### config.mk
export PLATFORM = sky130hd
export DESIGN_NAME = ncc_merge
export DESIGN_NICKNAME = d
export VERILOG_FILES = /design/src/hw/rtl/ncc_pkg.sv /design/src/hw/rtl/ncc_merge.sv
export SDC_FILE = /design/constraint.sdc
export NUM_CORES = 1
export LEC_CHECK = 0
export ABC_AREA = 1
export BUFFER_PORTS_ARGS = -buffer_cell sky130_fd_sc_hd__clkbuf_2
export CELL_PAD_IN_SITES_DETAIL_PLACEMENT = 0
export CELL_PAD_IN_SITES_GLOBAL_PLACEMENT = 1
export CORE_MARGIN = 5
export CORE_UTILIZATION = 32
export CTS_CLUSTER_DIAMETER = 40
export DETAILED_ROUTE_END_ITERATION = 8
export HOLD_SLACK_MARGIN = 0.06
export PLACE_DENSITY_LB_ADDON = 0.1
export REMOVE_ABC_BUFFERS = 1
export SYNTH_ARGS = -nofsm -noshare
export SYNTH_HDL_FRONTEND = slang
export SYNTH_SLANG_ARGS = --single-unit
### constraint.sdc
create_clock -name clk_i -period 10.3 [get_ports clk_i]
set_input_delay 1.03 -clock clk_i [delete_from_list [all_inputs] [get_ports clk_i]]
set_output_delay 1.03 -clock clk_i [all_outputs]
set_load 0.01 [all_outputs]
### src/hw/rtl/ncc_pkg.sv
// ----------------------------------------------------------------------------
// ncc_pkg
// Shared constants, register codes and pipeline tag type for the
// nearest-centroid classifier.
// ----------------------------------------------------------------------------
package ncc_pkg;

  // parameter defaults
  localparam int MaxDimsDef     = 8;
  localparam int MaxClustersDef = 16;
  localparam int CoordBitsDef   = 16;

  // fixed field widths
  localparam int IdxOutW   = 4;
  localparam int DistW     = 35;
  localparam int DimsW     = 4;
  localparam int ClustersW = 5;
  localparam int CfgIdxW   = 1;
  localparam int CfgDataW  = 5;

  // register indexes
  localparam logic [CfgIdxW-1:0] RegDims     = 1'b0;
  localparam logic [CfgIdxW-1:0] RegClusters = 1'b1;

  // item modes
  localparam logic ModeLoad     = 1'b0;
  localparam logic ModeClassify = 1'b1;

  // control that travels alongside one centroid row
  typedef struct packed {
    logic valid;
    logic first;
    logic last;
  } ncc_tag_t;

endpackage

### src/hw/rtl/ncc_merge.sv
// ----------------------------------------------------------------------------
// ncc_merge
// Sums the lane squares of one centroid and keeps the running minimum and
// its index; lower index is kept on a tie.
// ----------------------------------------------------------------------------
module ncc_merge #(
  parameter int MAX_DIMS = ncc_pkg::MaxDimsDef,
  parameter int SQ_W     = 2 * ncc_pkg::CoordBitsDef,
  parameter int SUM_W    = 2 * ncc_pkg::CoordBitsDef + 3,
  parameter int IDX_W    = 4
) (
  input  logic                 clk_i,
  input  logic                 rst_ni,
  input  ncc_pkg::ncc_tag_t    tag_i,
  input  logic [SQ_W-1:0]      sq_i [MAX_DIMS],
  output logic [SUM_W-1:0]     best_dist_o,
  output logic [IDX_W-1:0]     best_idx_o,
  output logic                 done_o
);

  ncc_pkg::ncc_tag_t tag_q;
  logic [SUM_W-1:0]  sum_d, sum_q;
  logic [SUM_W-1:0]  best_q;
  logic [IDX_W-1:0]  best_idx_q;
  logic [IDX_W-1:0]  cnt_q, cur_idx;
  logic              done_q;

  always_comb begin
    sum_d = '0;
    for (int d = 0; d < MAX_DIMS; d++) begin
      sum_d = sum_d + SUM_W'(sq_i[d]);
    end
  end

  assign cur_idx = tag_q.first ? '0 : cnt_q + 1'b1;

  always_ff @(posedge clk_i or negedge rst_ni) begin
    if (!rst_ni) begin
      tag_q  <= '0;
      done_q <= 1'b0;
    end else begin
      tag_q  <= tag_i;
      done_q <= tag_q.valid && tag_q.last;
    end
  end

  always_ff @(posedge clk_i) begin
    sum_q <= sum_d;
    if (tag_q.valid) begin
      cnt_q <= cur_idx;
      // strict compare keeps the earliest centroid on equal distance
      if (tag_q.first || (sum_q < best_q)) begin
        best_q     <= sum_q;
        best_idx_q <= cur_idx;
      end
    end
  end

  assign best_dist_o = best_q;
  assign best_idx_o  = best_idx_q;
  assign done_o      = done_q;

endmodule

# Word level (Yosys, flattened, before mapping)

Cells that the tools add are included.

Word-level logic and storage cells: 21
Bits in registers: 82
Output and inout bits: 40
Input bits: 261

Order comparisons: 1
Reductions and logical operators: 3
Add/subtract/negate cells: 8
Mux-type cells: 1

Operators with widths:

| cell                | count |
|---|---|
| $add 35x32->35      | 4 |
| $add 34x32->35      | 1 |
| $lt 35x35->1        | 1 |
| $add 33x32->34      | 1 |
| $add 32x32->33      | 1 |
| $add 4x1->4 const B | 1 |
| $mux 4              | 1 |
| $reduce_and 2->1    | 1 |
| $logic_and 1x1->1   | 1 |
| $logic_or 1x1->1    | 1 |

# Longest topological paths before layout

Gate-level depths: netlist of the first run.

Depth in word-level cells: 7
Mapped depth: 22
Mapped depth without buffers: 22

# Least setup slack after synthesis of the first run

OpenSTA, ideal clock, no wires.

Path kind: in2reg
From: in sq_i[2] (netlist bit)
To: reg sum_q[32]
Cell stages on the path: 21
Slack: 5.624 ns
Arrival time: 4.564 ns
Required time: 10.188 ns
Library setup time: 0.112 ns
Path buffers: 0
Cells stage by stage: inv_1 fa_1 inv_1 fa_1 fa_1 inv_1 fa_1 inv_1 ha_1 inv_1 fa_1 inv_1 nand3_1 nand2_2 nand2_2 nand2_2 nand3_1 nand2_2 nand2_1 nand3_1 nand2_1

Word-level cells in the longest chain between the ends: 1

Ends and longest elaborated chain:

| item                 | RTL line        | RTL |
|---|---|---|
| start, declared      | ncc_merge.sv:15 | `input logic [SQ_W-1:0] sq_i [MAX_DIMS],` |
| $add 35x32->35       | ncc_merge.sv:31 | `sum_d = sum_d + SUM_W'(sq_i[d]);` |
| net sum_d[32]        | ncc_merge.sv:22 | `logic [SUM_W-1:0] sum_d, sum_q;` |
| end signal, assigned | ncc_merge.sv:48 | `sum_q <= sum_d;` |
| end, declared        | ncc_merge.sv:22 |  |

The timed path passes the listed nets, and every way through them passes these cells.
A chain may end at the register's enable or synchronous reset.

# Worst setup path after layout of the first run

Same ends and word-level chain as after synthesis.

==> results of run 1 <==
==> cells by family after synthesis <==
logic type,Yosys count,share of synthesized area (%)
flops,82,19.8
fa+ha+maj,261,44.5
compound gates,91,4.68
xor+xnor,20,1.66
simple gates,279,11.5
buf+inv,499,17.8
==> state kept, by name, summed over array words and instances, names as in the netlist <==
signal and count:
done_o 1, tag_q 3, sum_q 35, cnt_q 4
best_dist_o 35, best_idx_o 4
==> synth_stat cells, drive strengths merged <==
library cell,n,area [um^2]
nand3,28,155
edfxtp,43,1290
inv,499,1870
xor2,18,158
and2,2,13.8
dfrtp,4,100
ha,70,876
fa,191,3820
nand4,6,37.5
o31ai,1,7.51
nor3,7,46.3
a21o,2,15.0
o21ai,22,110
nor2,60,240
nand2,173,702
o21bai,6,45.0
and3,1,6.26
o211ai,1,7.51
a21oi,55,279
dfxtp,35,701
nand3b,2,15.0
xnor2,2,17.5
a21boi,1,7.51
o21a,3,22.5
==> through the flow <==
step | util (%) | instances | cell area, um^2 | setup WS, ns | total power, mW
3_5_place_dp | 38.8 | 1975 | 12600 | 5.20 | 4.09
5_1_grt | 39.6 | 1991 | 12900 | 5.29 | 4.90
3_3_place_gp | 38.8 | 1975 | 12600 | 5.26 | 4.09
4_1_cts | 39.6 | 1991 | 12900 | 5.55 | 4.39
2_1_floorplan | - | 1232 | 10600 | 5.62 | 3.06
6_report | 39.6 | 1991 | 12900 | 5.58 | 4.29
==> layer usage <==
metal / wire (um) / track usage [%]
met5: 0 / 0
met4: 60 / 2.32
met3: 1370 / 2.22
met2: 11400 / 22.7
met1: 11500 / 18.9
==> power groups by stage <==
stage | clock (mW) | sequential [mW] | combinational (mW)
final | 0.279 | 0.640 | 3.37
after global routing | 0.301 | 0.660 | 3.94
after global placement | 0 | 0.648 | 3.45
after CTS | 0.288 | 0.644 | 3.45
after detailed placement | 0 | 0.651 | 3.44
after floorplan | 0 | 0.645 | 2.41
==> layout make-up <==
cell class                      instances  area [um^2]
Timing Repair Buffer                  301         1510
Clock inverter                          5         22.5
Multi-Input combinational cell        651         6600
Clock buffer                           11          233
Tap cell                              442          553
Inverter                              499         1870
Sequential cell                        82         2090
Fill cell                            3492        19700
==> final timing paths <==
kind / startpoint / to / slack [ns] / depth (start not counted)
worst max-delay path: sq_i[2] / sum_q[32] / 5.58 / 22
worst min-delay path: sum_q[3] / best_dist_o[3] / 0.43 / 0
worst max register to register: best_dist_o[10] / best_dist_o[21] / 7.64 / 11
worst min register to register: sum_q[3] / best_dist_o[3] / 0.43 / 0
max in group asynchronous: rst_ni / tag_q[0] / 9.68 / 1
min in group asynchronous: rst_ni / tag_q[1] / 0.50 / 1
==> results.cfg, run 1 <==
[logic_synthesis]
ys_ff_latch = 82
ys_types = 33
syn_area_per_cell_um2 = 8.56
synthCells = 1232
netlist_area_um2 = 10600
ys_seq_area_share_pct = 19.8
yosysWarnings = 0

[detailed_routing]
drtIter0Drc = 156
postRouteAntennaNets = 0
drt-total-wl_um = 24400
vias = 7961
drc = 0
avgViaCountPerCell = 4.00
avgRoutedWirePerCell_um = 12.2
firstDrtPassIters = 4

[critical_path]
cp_common_cell = inv_1
required_ns = 10.52
crit_type = in -> reg
cp-end-kind = register
critPathSlowestCell = fa_1
cp_max_fo = 4
cp.arrival_ns = 4.94
crit_chain = clkbuf_2 -> inv_1 -> fa_1 -> inv_1 -> fa_1 -> fa_1 -> inv_1 -> fa_1 -> inv_1 -> ha_1 -> inv_1 -> fa_1 -> inv_1 -> nand3_1 -> nand2_2 -> nand2_2 -> nand2_2 -> nand3_1 -> nand2_2 -> nand2_1 -> nand3_1 -> nand2_1
cp-start-kind = input pin
cpLargestDelayFamily = adder cells
path_buf_inv = 7
critical_path.max_stage_delay_ns = 0.55

[clock_network]
post_cts_resized = 0
postCtsSetupBuffers = 0
cts_sinks = 82
cts.clk_slew.worst_paths_ns = 0.06
cts_tree = yes
root_buffer = clkbuf_16
clock_latency_ns = 0.33
hold_buffers = 0
htreeDepth = 3
cts_buffers = 9
cts.path.max_buffers = 2

[power_and_ir_drop]
pwr-share-clk_pct = 6.5
sw_frac_of_total_pct = 54.8
seqPwrFrac_pct = 14.9
switching_power_mw = 2.35
p_per_area_nw_per_um2 = 333
combPwrFrac_pct = 78.6
intPower_mw = 1.94
leakagePower_nw = 7.60
peakVddDrop_mv = 0.111

[run]
max_cap_violations = 0

[layout]
antenna_cells = 0
nets = 2066
layout_commonest_cell = inv_1
drive_gt1_share_pct = 22.1
area_delta_synth_final_pct = 22.1
mostFrequentLayoutCells = inv_1, clkbuf_2, fa_1

[timing]
fin_skew_ns = 0.0113
setup-violations-final = 0
fin_crit_ns = 4.72
drv_slew = 0
hold_viol_final = 0
timing.hold.ws_ns = 0.431
tightest_slew_ns = 0.586
fmax_mhz = 212
fin_setup_tns_ns = 0
slew_headroom_pct = 60.8
rsz0062_at_grt = false
period_share_pct = 45.9

[place]
hpwl_um = 23200
numPortBuffers = 300
gp_congestion = 0.808

[grt]
track_usage_pct = 13.6
grt_pass1_vias = 8803
antenna_found_initial = 0
grt_pass1_wl_um = 40700
grt_overflow = 0
grt_max_degree = 23

[die]
die_y_um = 192
io_pins = 301
rows = 66
core_area_um2 = 32500
die-area_um2 = 36700
die_w_um = 192
initial_core_util_pct = 32.4

[worst_hold_path]
hold_class = reg -> reg

[status]
status = complete, no violations
Note: power is estimated with default switching activity, not from simulation.
==> run 2: changes to the inputs <==
Clock period 10.3 ns to 4.7 ns, I/O delays scaled along.
==> results.cfg, run 2 (same netlist as run 1, synthesis figures left out) <==
[detailed_routing]
avgRoutedWirePerCell_um = 12.1
postRouteAntennaNets = 0
drt-total-wl_um = 24200
drtIter0Drc = 145
firstDrtPassIters = 4
drc = 0
vias = 8018
avgViaCountPerCell = 4.02

[die]
initial_core_util_pct = 32.4
rows = 66
core_area_um2 = 32500
die-area_um2 = 36700
io_pins = 301
die_w_um = 192
die_y_um = 192

[layout]
fill_cells = 3530
layout_commonest_cell = inv_1
drive_gt1_share_pct = 22.3
mostFrequentLayoutCells = inv_1, clkbuf_2, fa_1
antenna_cells = 0
area_delta_synth_final_pct = 22.3
nets = 2068

[critical_path]
cp-end-kind = register
cp-start-kind = input pin
cp_common_cell = inv_1
cp_max_fo = 4
cpLargestDelayFamily = adder cells
required_ns = 4.93
cp.arrival_ns = 4.27
crit_type = in -> reg
critical_path.max_stage_delay_ns = 0.55
critPathSlowestCell = fa_1
path_buf_inv = 7
crit_chain = clkbuf_2 -> inv_1 -> fa_1 -> inv_1 -> fa_1 -> fa_1 -> inv_1 -> fa_1 -> inv_1 -> ha_1 -> inv_1 -> fa_1 -> inv_1 -> nand3_1 -> nand2_2 -> nand2_2 -> nand2_2 -> nand2_1 -> nand2_1 -> nand3b_1 -> nand3_1 -> nand2_1

[place]
hpwl_um = 23000
gp_congestion = 0.812
numPortBuffers = 300

[run]
max_cap_violations = 0

[power_and_ir_drop]
peakVddDrop_mv = 0.253
p_per_area_nw_per_um2 = 728
leakagePower_nw = 7.60
power_mw = 9.39

[clock_network]
postCtsSetupBuffers = 0
cts.clk_slew.worst_paths_ns = 0.06
post_cts_resized = 0
cts.path.max_buffers = 2
htreeDepth = 3
clock_latency_ns = 0.34
cts_buffers = 9
cts_sinks = 82
root_buffer = clkbuf_16
hold_buffers = 1
cts_tree = yes

[timing]
period_share_pct = 85.9
drv_slew = 0
tightest_slew_ns = 0.651
fin_skew_ns = 0.00784
fmax_mhz = 248
timing.hold.ws_ns = 0.228
slew_headroom_pct = 56.5
setup-violations-final = 0
rsz0062_at_grt = false
fin_crit_ns = 4.04
fin_setup_tns_ns = 0
hold_viol_final = 0

[grt]
grt_pass1_wl_um = 40800
grt_pass1_vias = 8826
grt_overflow = 0
grt_max_degree = 21
track_usage_pct = 13.6
antenna_found_initial = 0

[worst_hold_path]
hold_class = in -> reg

[status]
status = complete, no violations
## run 2: cell count changes in the layout (fill, tap and decap cells not counted)
cell	change
buf_4	+1
dlygate4sd3_1	+1
clkinv_1	-1
clkbuf_1	-1
clkinvlp_4	+2
## run 2: stage by stage
step                worst slack, ns  util [%]  area (um^2)  std cells
floorplan                     0.584         -        10600       1232
global placement              0.263      38.8        12600       1976
detailed placement            0.253      38.8        12600       1976
CTS                           0.611      39.7        12900       1993
global route                  0.367      39.7        12900       1993
finish                        0.662      39.7        12900       1993
## run 2: path summary, 6_finish.rpt
path	startpoint	cells past startpoint	end	slack, ns
min in group asynchronous	rst_ni	2	done_o	0.46
max	sq_i[2]	22	sum_q[28]	0.66
max in group asynchronous	rst_ni	2	tag_q[0]	4.12
min reg2reg	sum_q[22]	0	best_dist_o[22]	0.44
max reg2reg	best_dist_o[10]	11	best_dist_o[5]	2.03
min	tag_i[0]	1	tag_q[0]	0.23
## run 2: power by group
part	internal [mW]	switching, mW	leakage (nW)
Sequential	1.22	0.183	0.762
Combinational	2.67	4.69	6.71
Clock	0.353	0.282	0.126
## run 2: layout make-up
class / instances / area, um^2 / share of cell area [%]
Multi-Input combinational cell: 651 / 6600 / 51.1
Timing Repair Buffer: 303 / 1530 / 11.8
Clock buffer: 10 / 229 / 1.77
Sequential cell: 82 / 2090 / 16.2
Inverter: 499 / 1870 / 14.5
Clock inverter: 6 / 33.8 / 0.262
Tap cell: 442 / 553 / 4.29
## run 2: routing by layer
layer / track usage, % / up-vias / part of all wire (%)
met1: 18.9 / 3728 / 47
met3: 2.80 / 11 / 6.0
met4: 2.40 / 0 / 0.72
met2: 22.4 / 177 / 47
li1: - / 4102 / -
met5: 0 / - / 0
