==> src/hw/rtl/ncc_pkg.sv <==
// ----------------------------------------------------------------------------
// ncc_pkg
// Shared constants, register codes and pipeline tag type for the
// nearest-centroid classifier.
// ----------------------------------------------------------------------------
package ncc_pkg;

  // parameter defaults
  localparam int MaxDimsDef     = 8;
  localparam int MaxClustersDef = 16;
  localparam int CoordBitsDef   = 16;

  // fixed field widths
  localparam int IdxOutW   = 4;
  localparam int DistW     = 35;
  localparam int DimsW     = 4;
  localparam int ClustersW = 5;
  localparam int CfgIdxW   = 1;
  localparam int CfgDataW  = 5;

  // register indexes
  localparam logic [CfgIdxW-1:0] RegDims     = 1'b0;
  localparam logic [CfgIdxW-1:0] RegClusters = 1'b1;

  // item modes
  localparam logic ModeLoad     = 1'b0;
  localparam logic ModeClassify = 1'b1;

  // control that travels alongside one centroid row
  typedef struct packed {
    logic valid;
    logic first;
    logic last;
  } ncc_tag_t;

endpackage

==> src/hw/rtl/ncc_lane.sv <==
// ----------------------------------------------------------------------------
// ncc_lane
// One dimension lane: difference of point and centroid coordinate, then its
// square, each step registered.
// ----------------------------------------------------------------------------
module ncc_lane #(
  parameter int COORD_BITS = ncc_pkg::CoordBitsDef
) (
  input  logic                      clk_i,
  input  logic [COORD_BITS-1:0]     pt_i,
  input  logic [COORD_BITS-1:0]     ctr_i,
  input  logic                      en_i,
  output logic [2*COORD_BITS-1:0]   sq_o
);

  localparam int SqW = 2 * COORD_BITS;

  logic signed [COORD_BITS:0] diff_d, diff_q;
  logic        [COORD_BITS:0] mag;
  logic    [2*COORD_BITS+1:0] prod;
  logic             [SqW-1:0] sq_d, sq_q;

  always_comb begin
    diff_d = signed'({pt_i[COORD_BITS-1], pt_i}) - signed'({ctr_i[COORD_BITS-1], ctr_i});
  end

  always_comb begin
    mag  = diff_q[COORD_BITS] ? unsigned'(-diff_q) : unsigned'(diff_q);
    prod = mag * mag;
    // magnitude stays below 2**COORD_BITS, so the square fits SqW bits
    sq_d = en_i ? prod[SqW-1:0] : '0;
  end

  always_ff @(posedge clk_i) begin
    diff_q <= diff_d;
    sq_q   <= sq_d;
  end

  assign sq_o = sq_q;

endmodule

==> config.mk <==
export PLATFORM = sky130hd
export DESIGN_NAME = ncc_lane
export DESIGN_NICKNAME = d
export VERILOG_FILES = /design/src/hw/rtl/ncc_pkg.sv /design/src/hw/rtl/ncc_lane.sv
export SDC_FILE = /design/constraint.sdc
export NUM_CORES = 1
export LEC_CHECK = 0
export BUFFER_PORTS_ARGS = -buffer_cell sky130_fd_sc_hd__buf_4
export CAP_MARGIN = 20
export CELL_PAD_IN_SITES_DETAIL_PLACEMENT = 0
export CELL_PAD_IN_SITES_GLOBAL_PLACEMENT = 2
export CORE_ASPECT_RATIO = 0.7
export CORE_UTILIZATION = 40
export CTS_CLUSTER_SIZE = 25
export DETAILED_ROUTE_END_ITERATION = 10
export PLACE_DENSITY_LB_ADDON = 0.2
export SYNTH_ARGS = -nofsm -noshare
export SYNTH_HDL_FRONTEND = slang
export SYNTH_SLANG_ARGS = --single-unit
==> constraint.sdc <==
create_clock -name clk_i -period 11.8 [get_ports clk_i]
set_clock_uncertainty 0.05 [all_clocks]
set_input_delay 2.36 -clock clk_i [delete_from_list [all_inputs] [get_ports clk_i]]
set_output_delay 2.36 -clock clk_i [all_outputs]
set_load 0.02 [all_outputs]
### Yosys cells after proc, flatten, opt, wreduce, memory -nomap -nowiden

Index checks and enable logic that the tools add are counted.

| word-level totals | value |
|---|---|
| register bits | 49 |
| bits in latches | 0 |
| RAM bits | 0 |
| ROM bits | 0 |
| input bits | 34 |
| memories | 0 |

| operators by class | value |
|---|---|
| add/sub/neg operators | 2 |
| $mul | 1 |
| divide/modulo/power cells | 0 |
| $lt $le $gt $ge | 0 |
| equal/unequal tests | 0 |
| shifts and indexed selects | 0 |
| multiplexer cells | 1 |
| bitwise gates (word level) | 0 |
| reductions and logical operators | 0 |

Operator list:

| operator | count |
|---|---|
| 17-bit by 17-bit multiplier with 32-bit output | 1 |
| 17-bit 2-to-1 mux | 1 |
| 17-bit negator | 1 |
| 16-bit by 16-bit subtractor with 17-bit output | 1 |

### Depth between registers and ports, before layout

Gate-level depths: netlist of run 1.

| logic depth | value |
|---|---|
| depth after elaboration | 3 |
| depth in mapped cells | 29 |

### Worst setup path after synthesis of run 1

No wires, ideal clock.

| path | value |
|---|---|
| path type | register -> register |
| start point | register diff_q[0] |
| end point | register sq_q[29] (netlist: sq_o[29]) |
| setup time | 0.072 ns |
| arrival time | 6.919 ns |
| required time | 11.678 ns |
| path slack | 4.759 ns |
| stages on the path, launching flop included | 26 |
| buffers on the path | 1 |
| cells stage by stage | dfxtp_1 -> clkbuf_1 -> inv_2 -> ha_1 -> nand2b_1 -> xnor2_1 -> clkinv_1 -> nor2_1 -> fa_1 -> inv_1 -> fa_1 -> fa_1 -> inv_1 -> fa_1 -> fa_1 -> inv_1 -> fa_1 -> inv_1 -> ha_1 -> nand3_1 -> or3_1 -> or3_1 -> nand4_1 -> nand2_1 -> o21ai_0 -> mux2i_1 |

| between the ends | value |
|---|---|
| cells in the longest elaborated chain, start to end | 3 |

Ends and longest elaborated chain:

| what | line | text |
|---|---|---|
| start, declared | ncc_lane.sv:18 | `logic signed [COORD_BITS:0] diff_d, diff_q;` |
| start signal, assigned | ncc_lane.sv:35 | `diff_q <= diff_d;` |
| 17-bit negator | ncc_lane.sv:28 | `mag = diff_q[COORD_BITS] ? unsigned'(-diff_q) : unsigned'(diff_q);` |
| 17-bit 2-to-1 mux (*) | ncc_lane.sv:28 |  |
| 17-bit by 17-bit multiplier with 32-bit output (*) | ncc_lane.sv:29 | `prod = mag * mag;` |
| end signal, assigned | ncc_lane.sv:36 | `sq_q <= sq_d;` |
| end, declared | ncc_lane.sv:21 | `logic [SqW-1:0] sq_d, sq_q;` |

Every way passes the cells marked *; elsewhere a longest branch is shown, timed or not.
A chain may end at the register's enable or synchronous reset.

### Worst setup path in the final report of run 1

| path | value |
|---|---|
| start point | register diff_q[0] |
| end point | register sq_q[30] (netlist: sq_o[30]) |

The elaborated chain is that of the path after synthesis.

==> flow_metrics.tcl, run 1 <==
set metrics [dict create \
    slew_violations 0 \
    min_from "diff_q[1]" \
    grt_overflow 0 \
    crit_family "adder cells" \
    die-width_um 193 \
    rsz0062_at_grt "false" \
    core.rowCount 48 \
    slowest_delay_ns 0.59 \
    grt_first_pass_wirelength_mm 41.3 \
    finalSetupViolations 0 \
    ctsRootBufferMaster "clkbuf_16" \
    crit_buf_inv 8 \
    grt_start_max_net_pins 27 \
    yosys.cell_types.count 65 \
    cts_buffers 5 \
    clock_path_buffers 2 \
    hold_path_class "reg2reg" \
    drv_cap 0 \
    vias 7270 \
    cp-end-kind "register" \
    cp_slowest_cell "nor4_1" \
    dp_hpwl_mm 22.2 \
    grt_util_all_layers_pct 21.0 \
    post-route-period-util_pct 69.2 \
    core_area_um2 24800 \
    worst_pin_slew_ns 0.853 \
    drt_iter0_drc 282 \
    syn2layout_area_growth_pct 10.6 \
    violations "design-rule violations" \
    ys_warn_count 0 \
    clock-sinks 48 \
    arrival_ns 8.35 \
    post_synth.cell_area_avg_um2 8.87 \
    hold_viol 0 \
    cts_resized 0 \
    ff2ff_path_depth 27 \
    worstSetupPathType "reg2reg" \
    fin_cells 1549 \
    clk_pin_slew_ns 0.07 \
    wire_per_inst_um 16.4 \
    ys_ff_latch 48 \
    fmax_mhz 122 \
    dpl.cell_count 1541 \
    initial_core_util_pct 41.1 \
    layout_commonest_cell "inv_1" \
    cts_hold_buf 0 \
    place.gp.congestion 0.820 \
    relSlewSlack_pct 42.8 \
    hold_path_end "sq_o[2]" \
    netlist.area_leader.share_pct 37.9 \
    routed_wl_mm 25.4 \
    synth_edf_count 0 \
    reg2reg_setup_slack_ns 3.63 \
    holdPathStages 2 \
    port_buffers 64 \
    cts_tree "built" \
    dp_slack_ns 3.60 \
    clk_latency_ns 0.30 \
    synth_async_sr_flop_share_pct 0 \
    finalCriticalPeriod_ns 8.17 \
    io_pins 66 \
    finalNetCount 1564 \
    yosys-top-cells-area "fa_1, ha_1, inv_1" \
    cts_setup_buffers 0 \
    synth_seq_area_share_pct 9.43 \
    worstSetupStartpointType "register" \
    drive_above_1_share_pct 9.15 \
    die_h_um 136 \
    final_cell_mix "inv_1, fa_1, ha_1, nand2_1, nor2_1" \
    synth-main-ff-cell "dfxtp_1" \
    yosysTopAreaCell "fa_1" \
    r2r_end "sq_o[30]" \
    grt_pass1_vias 7587 \
    syn_inst 1149 \
    crit_required_ns 11.98 \
    netlist_area_um2 10200 \
    dr.pass1.iters 8 \
    drc 2 \
    crit_fanout 12 \
    post_drt_via_cell_ratio 4.69 \
    drtAntennaViolNets 0 \
    antenna_found_initial 0 \
    n_antenna_cell 0 \
    timing.rr.start "diff_q[0]" \
    fin_ws_ns 3.63 \
    setup_tns_ns 0 \
    die-area_um2 26100 \
    htree_levels 2 \
    status "finished with violations" \
]
==> synth_stat cells, types with 4 or more instances <==
cell / count
nand2b_1: 12
ha_1: 114
nor2_1: 86
fa_1: 193
inv_2: 6
or3_1: 7
o21bai_1: 7
o31ai_1: 7
nor2b_1: 12
a211oi_1: 7
inv_1: 306
nor4_1: 4
buf_2: 4
dfxtp_1: 48
a21oi_1: 30
xor2_1: 14
nor3_1: 9
and3_1: 4
o21a_1: 5
clkbuf_1: 11
a31oi_1: 4
xnor2_1: 32
nand3_1: 10
a21o_1: 13
nand4_1: 5
xor2_2: 4
and2_1: 10
a21boi_0: 4
nand2_1: 110
o21ai_0: 20
==> sequential cells by signal, summed over array words and instances (netlist names) <==
signal / cells
diff_q: 17
sq_o: 31
==> how the worst max path moves through the flow <==
stage / from / end / slack (ns) / cells past startpoint
after global placement: diff_q[0] / sq_o[30] / 3.71 / 27
after detailed placement: diff_q[0] / sq_o[30] / 3.60 / 27
after CTS: diff_q[0] / sq_o[30] / 3.55 / 27
final: diff_q[0] / sq_o[30] / 3.63 / 27
after floorplan: diff_q[0] / sq_o[29] / 4.76 / 25
after global routing: diff_q[0] / sq_o[30] / 3.02 / 27
==> metal layers <==
| metal | up-vias | track usage (%) | part of all wire [%] |
|---|---|---|---|
| li1 | 3622 | - | - |
| met1 | 3534 | 33.9 | 55 |
| met2 | 107 | 29.9 | 41 |
| met3 | 7 | 3.19 | 4.0 |
| met4 | 0 | 1.84 | 0.41 |
| met5 | - | 0 | 0 |
==> final cells by class <==
cell class,count,area (um^2)
clock buffers,6,139
clock inverters,2,15.0
fillers,2436,13500
inverters,315,1180
multi-input cells,779,8010
flip-flops and latches,48,961
well taps,325,407
repair buffers,74,556
==> metrics by stage <==
stage	utilization [%]	hold WS, ns	instance area [um^2]
after floorplan	-	0.552	10200
after global placement	44.8	0.665	11100
after detailed placement	44.8	0.654	11100
after CTS	45.4	0.680	11300
after global routing	45.4	0.711	11300
final	45.4	0.671	11300
==> tightest hold or removal path: stages (launching register included) <==
cell and delay [ns]:
dfxtp_1 0.38, ha_1 0.18, and2_1 0.13
==> kinds of logic (layout without fill, tap and decap cells) <==
kind of cell / count (synthesis) / in the layout / share of synthesized area [%]
buf+inv: 332 / 397 / 12.4
fa+ha+maj: 307 / 307 / 51.9
simple gates: 283 / 283 / 12.7
compound gates: 123 / 123 / 8.36
xor+xnor: 51 / 51 / 4.75
flops: 48 / 48 / 9.43
mux: 3 / 3 / 0.295
other cells: 2 / 12 / 0.0737
Power of run 1 is left out: the tool's default activity adds up to more than one toggle a clock period on the data nets, which glitch-free logic cannot reach.
==> run 2, diff against run 1 <==
--- a/config.mk
+++ b/config.mk
@@ -10,7 +10,7 @@
 export CELL_PAD_IN_SITES_DETAIL_PLACEMENT = 0
 export CELL_PAD_IN_SITES_GLOBAL_PLACEMENT = 2
 export CORE_ASPECT_RATIO = 0.7
-export CORE_UTILIZATION = 40
+export CORE_UTILIZATION = 36
 export CTS_CLUSTER_SIZE = 25
 export DETAILED_ROUTE_END_ITERATION = 10
 export PLACE_DENSITY_LB_ADDON = 0.2
==> constraint.sdc (replaced) <==
create_clock -name clk_i -period 7.25 [get_ports clk_i]
set_clock_uncertainty 0.05 [all_clocks]
set_input_delay 1.45 -clock clk_i [delete_from_list [all_inputs] [get_ports clk_i]]
set_output_delay 1.45 -clock clk_i [all_outputs]
set_load 0.02 [all_outputs]
==> run 2 against run 1 <==
Net effect: the run now ends clean; register-to-register slack got worse by 3.4 ns; flip-flop and latch count unchanged; via count increased by 4.9%; utilization decreased by 1.3 points; global-route usage decreased by 0.80 points; die area increased by 11%; non-clock buffer count increased by 79.
==> flow_metrics.tcl, run 2 (synthesized netlist as in run 1, its figures left out) <==
set metrics [dict create \
    die_h_um 143 \
    syn2layout_area_growth_pct 20.5 \
    clock_path_buffers 2 \
    grt_first_pass_wirelength_mm 44.4 \
    port_buffers 64 \
    io_pins 66 \
    finalSetupViolations 0 \
    fmax_mhz 143 \
    die-area_um2 29000 \
    hold_viol 0 \
    status "finished clean" \
    die-width_um 203 \
    layout_commonest_cell "inv_1" \
    setup_tns_ns 0 \
    dr.pass1.iters 4 \
    multi_input_area_um2 8300 \
    drc 0 \
    cpMostUsedCell "fa_1" \
    core_area_um2 27800 \
    worstSetupPathType "reg2reg" \
    crit_fanout 5 \
    hold_path_class "reg2reg" \
    crit_required_ns 7.38 \
    clk_pin_slew_ns 0.07 \
    wire_per_inst_um 16.2 \
    ctsRootBufferMaster "clkbuf_16" \
    antenna_found_initial 0 \
    post_drt_via_cell_ratio 4.56 \
    drtAntennaViolNets 0 \
    finalCriticalPeriod_ns 7.00 \
    n_antenna_cell 0 \
    slowest_delay_ns 0.54 \
    grt_pass1_vias 8037 \
    cts_tree "built" \
    finalNetCount 1643 \
    fill_cells 2797 \
    worstSetupStartpointType "register" \
    vias 7629 \
    initial_core_util_pct 36.6 \
    arrival_ns 7.13 \
    grt_start_max_net_pins 27 \
    clk_latency_ns 0.30 \
    cp_slowest_cell "fa_1" \
    drive_above_1_share_pct 18.1 \
    largest_reg_flops 31 \
    clock-sinks 48 \
    routed_wl_mm 27.1 \
    drt_iter0_drc 383 \
    grt_util_all_layers_pct 20.1 \
    cts_buffers 5 \
    drv_cap 0 \
    grt_overflow 0 \
    cp-end-kind "register" \
    post-route-period-util_pct 96.6 \
    htree_levels 2 \
    dp_hpwl_mm 24.0 \
    slew_violations 0 \
    core.rowCount 51 \
    ff_latch_area_um2 966 \
    final_cell_mix "inv_1, fa_1, buf_4, ha_1, nand2_1" \
    place.gp.congestion 0.871 \
]
==> run 2: changes by cell type in the layout (fill, tap and decap cells not counted), sizes merged <==
cell      before  now
buf           74  153
clkinvlp       2    0
clkinv         2    3
==> run 2: cell type report <==
type                            count  share of cell area [%]
Multi-Input combinational cell    779                    67.6
Timing Repair Buffer              153                    9.90
Inverter                          315                    9.67
Sequential cell                    48                    7.87
Tap cell                          371                    3.78
Clock buffer                        6                    1.13
Clock inverter                      1                  0.0713
==> run 2: worst paths after layout <==
check | start | endpoint | slack [ns] | depth (start not counted)
min reg2reg | diff_q[0] | sq_o[0] | 0.63 | 3
min | diff_q[0] | sq_o[0] | 0.63 | 3
max | diff_q[7] | sq_o[23] | 0.25 | 28
max reg2reg | diff_q[7] | sq_o[23] | 0.25 | 28
==> run 2: per-stage QoR <==
step / util, % / cell area, um^2 / cells / setup WS [ns] / hold WS (ns)
2_1_floorplan: - / 10200 / 1159 / 0.209 / 0.552
3_3_place_gp: 41.9 / 11700 / 1652 / -0.0977 / 0.618
3_5_place_dp: 41.9 / 11700 / 1652 / -0.114 / 0.626
4_1_cts: 42.7 / 11900 / 1663 / 0.0112 / 0.627
5_1_grt: 44.1 / 12300 / 1673 / -0.0315 / 0.662
6_report: 44.1 / 12300 / 1673 / 0.246 / 0.628
==> run 2: worst max-delay path, delay by kind of cell, from the launching register on <==
kind | cells | cell delay, ns
XOR/XNOR | 2 | 0.44
AND/OR/NAND/NOR | 9 | 1.52
AO/OA/AOI/OAI | 1 | 0.18
buffers and inverters | 9 | 1.08
adder cells (fa/ha/maj) | 7 | 3.21
flip-flops | 1 | 0.40
==> run 2: routing by layer <==
| metal | routed length (um) | track usage [%] | vias to the layer above |
|---|---|---|---|
| li1 | - | - | 3770 |
| met1 | 14200 | 31.0 | 3714 |
| met2 | 11500 | 30.6 | 136 |
| met3 | 1200 | 3.26 | 9 |
| met4 | 127 | 1.58 | 0 |
| met5 | 0 | 0 | - |
==> run 2: timing repair <==
item | 4_1_cts | 5_1_grt
endpoints found under the setup margin | 5 | 16
pin swaps | 1 | 31
gates resized for setup | 5 | 67
buffers inserted | 4 | 10
hold buffers | 0 | 0
hold endpoints to repair | 0 | 0
Power of run 2 is left out for the same reason.
==> run 3, diff against run 2 <==
==> constraint.sdc (replaced) <==
create_clock -name clk_i -period 5.7 [get_ports clk_i]
set_clock_uncertainty 0.05 [all_clocks]
set_input_delay 1.14 -clock clk_i [delete_from_list [all_inputs] [get_ports clk_i]]
set_output_delay 1.14 -clock clk_i [all_outputs]
set_load 0.02 [all_outputs]
==> run 3 against run 2 <==
Net effect: the flow now finishes with violations (negative setup slack); fmax up 2.8%; worst hold slack better by 0.095 ns; global-route usage up 0.14 points; register-to-register slack worse by 1.4 ns; worst setup slack worse by 1.4 ns; first-iteration DRC count down 8.6%; non-clock buffer count up 183; design area up 17%; largest cell class unchanged; highest routed layer unchanged.
==> flow_metrics.tcl, run 3 (synthesized netlist as in run 1, its figures left out) <==
set metrics [dict create \
    status "finished with violations" \
    violations "negative setup slack" \
    drc 0 \
    relSlewSlack_pct 58.9 \
    worst_pin_slew_ns 0.609 \
    dr.pass1.iters 5 \
    grt_pass1_vias 9141 \
    clock_path_buffers 2 \
    crit_fanout 4 \
    vias 8390 \
    fmax_mhz 147 \
    drv_cap 0 \
    clock-sinks 48 \
    place.gp.congestion 0.863 \
    cts_hold_buf 0 \
    ff2ff_path_depth 25 \
    routed_wl_mm 27.0 \
    slew_violations 0 \
    drive_above_1_share_pct 36.2 \
    rsz0062_at_grt "true" \
    clk_pin_slew_ns 0.08 \
    cp-end-kind "register" \
    port_buffers 64 \
    die_h_um 143 \
    grt_start_max_net_pins 27 \
    fin_ws_ns -1.12 \
    grt_overflow 0 \
    holdPathStages 3 \
    clk_latency_ns 0.32 \
    dp_hpwl_mm 23.1 \
    initial_core_util_pct 36.6 \
    cts_buffers 5 \
    io_pins 66 \
    dpl.cell_count 1795 \
    wire_per_inst_um 14.5 \
    drt_iter0_drc 350 \
    n_antenna_cell 0 \
    syn2layout_area_growth_pct 41.6 \
    ctsRootBufferMaster "clkbuf_16" \
    hold_path_class "reg2reg" \
    fin_cells 1857 \
    finalCriticalPeriod_ns 6.82 \
    die-width_um 203 \
    grt_util_all_layers_pct 20.3 \
    core.rowCount 51 \
    core_area_um2 27800 \
    finalNetCount 1826 \
    finalSetupViolations 22 \
    grt_first_pass_wirelength_mm 45.6 \
    final_cell_mix "buf_4, inv_1, fa_1, ha_1, nand2_1" \
    layout_commonest_cell "buf_4" \
    largest_reg_flops 31 \
    worstSetupPathType "reg2reg" \
    hold_viol 0 \
    antenna_found_initial 0 \
    post-route-period-util_pct 120 \
    drtAntennaViolNets 0 \
    htree_levels 2 \
    post_drt_via_cell_ratio 4.52 \
    die-area_um2 29000 \
    worstSetupStartpointType "register" \
    crit_required_ns 5.89 \
    arrival_ns 7.01 \
    cts_tree "built" \
]
run 3: area by class of cell:
type	instances	area, um^2
Timing Repair Buffer	336	2660
Clock buffer	6	139
Inverter	315	1200
Multi-Input combinational cell	779	8950
Tap cell	371	464
Sequential cell	48	971
Clock inverter	2	38.8
Fill cell	2688	13400
run 3: timing repair:
action	CTS	global route
gates resized for setup	136	63
buffers inserted	43	18
setup endpoints to repair	22	23
pin swaps	83	45
run 3: metrics by stage:
step / util (%) / instance area (um^2) / TNS, ns / worst slack, ns / hold WS, ns
2_1_floorplan: - / 10500 / -11.00 / -0.840 / 0.552
3_3_place_gp: 46.6 / 13000 / -19.02 / -1.26 / 0.670
3_5_place_dp: 46.6 / 13000 / -19.74 / -1.24 / 0.685
4_1_cts: 50.6 / 14100 / -16.09 / -1.02 / 0.716
5_1_grt: 51.8 / 14400 / -22.31 / -1.34 / 0.738
6_report: 51.8 / 14400 / -16.59 / -1.12 / 0.723
run 3: worst paths after layout:
check	from	endpoint	slack, ns
max reg2reg	diff_q[1]	sq_o[31]	-1.12
min	diff_q[0]	sq_o[0]	0.72
max	diff_q[1]	sq_o[31]	-1.12
min reg2reg	diff_q[0]	sq_o[0]	0.72
run 3: routing by layer:
metal / wire length, um / vias up / global-route usage (%)
li1: - / 4144 / -
met1: 13400 / 4118 / 28.1
met2: 12300 / 107 / 33.4
met3: 906 / 21 / 2.99
met4: 357 / 0 / 4.99
met5: 0 / - / 0
run 3: critical path: stages, from the launching register on:
cell        delay (ns)
dfxtp_2           0.34
buf_6             0.11
or3_4             0.35
o31ai_4           0.23
xnor2_1           0.14
buf_4             0.18
buf_12            0.11
clkinvlp_4        0.17
nor2_4            0.17
buf_4             0.12
fa_1              0.43
fa_1              0.52
fa_1              0.52
fa_1              0.50
fa_1              0.49
inv_1             0.05
fa_1              0.49
inv_2             0.05
ha_4              0.26
and4_4            0.20
nand2_2           0.06
or3_4             0.34
nand4_1           0.24
nand4_1           0.20
a211oi_2          0.27
o21bai_1          0.13
Power of run 3 is left out for the same reason.
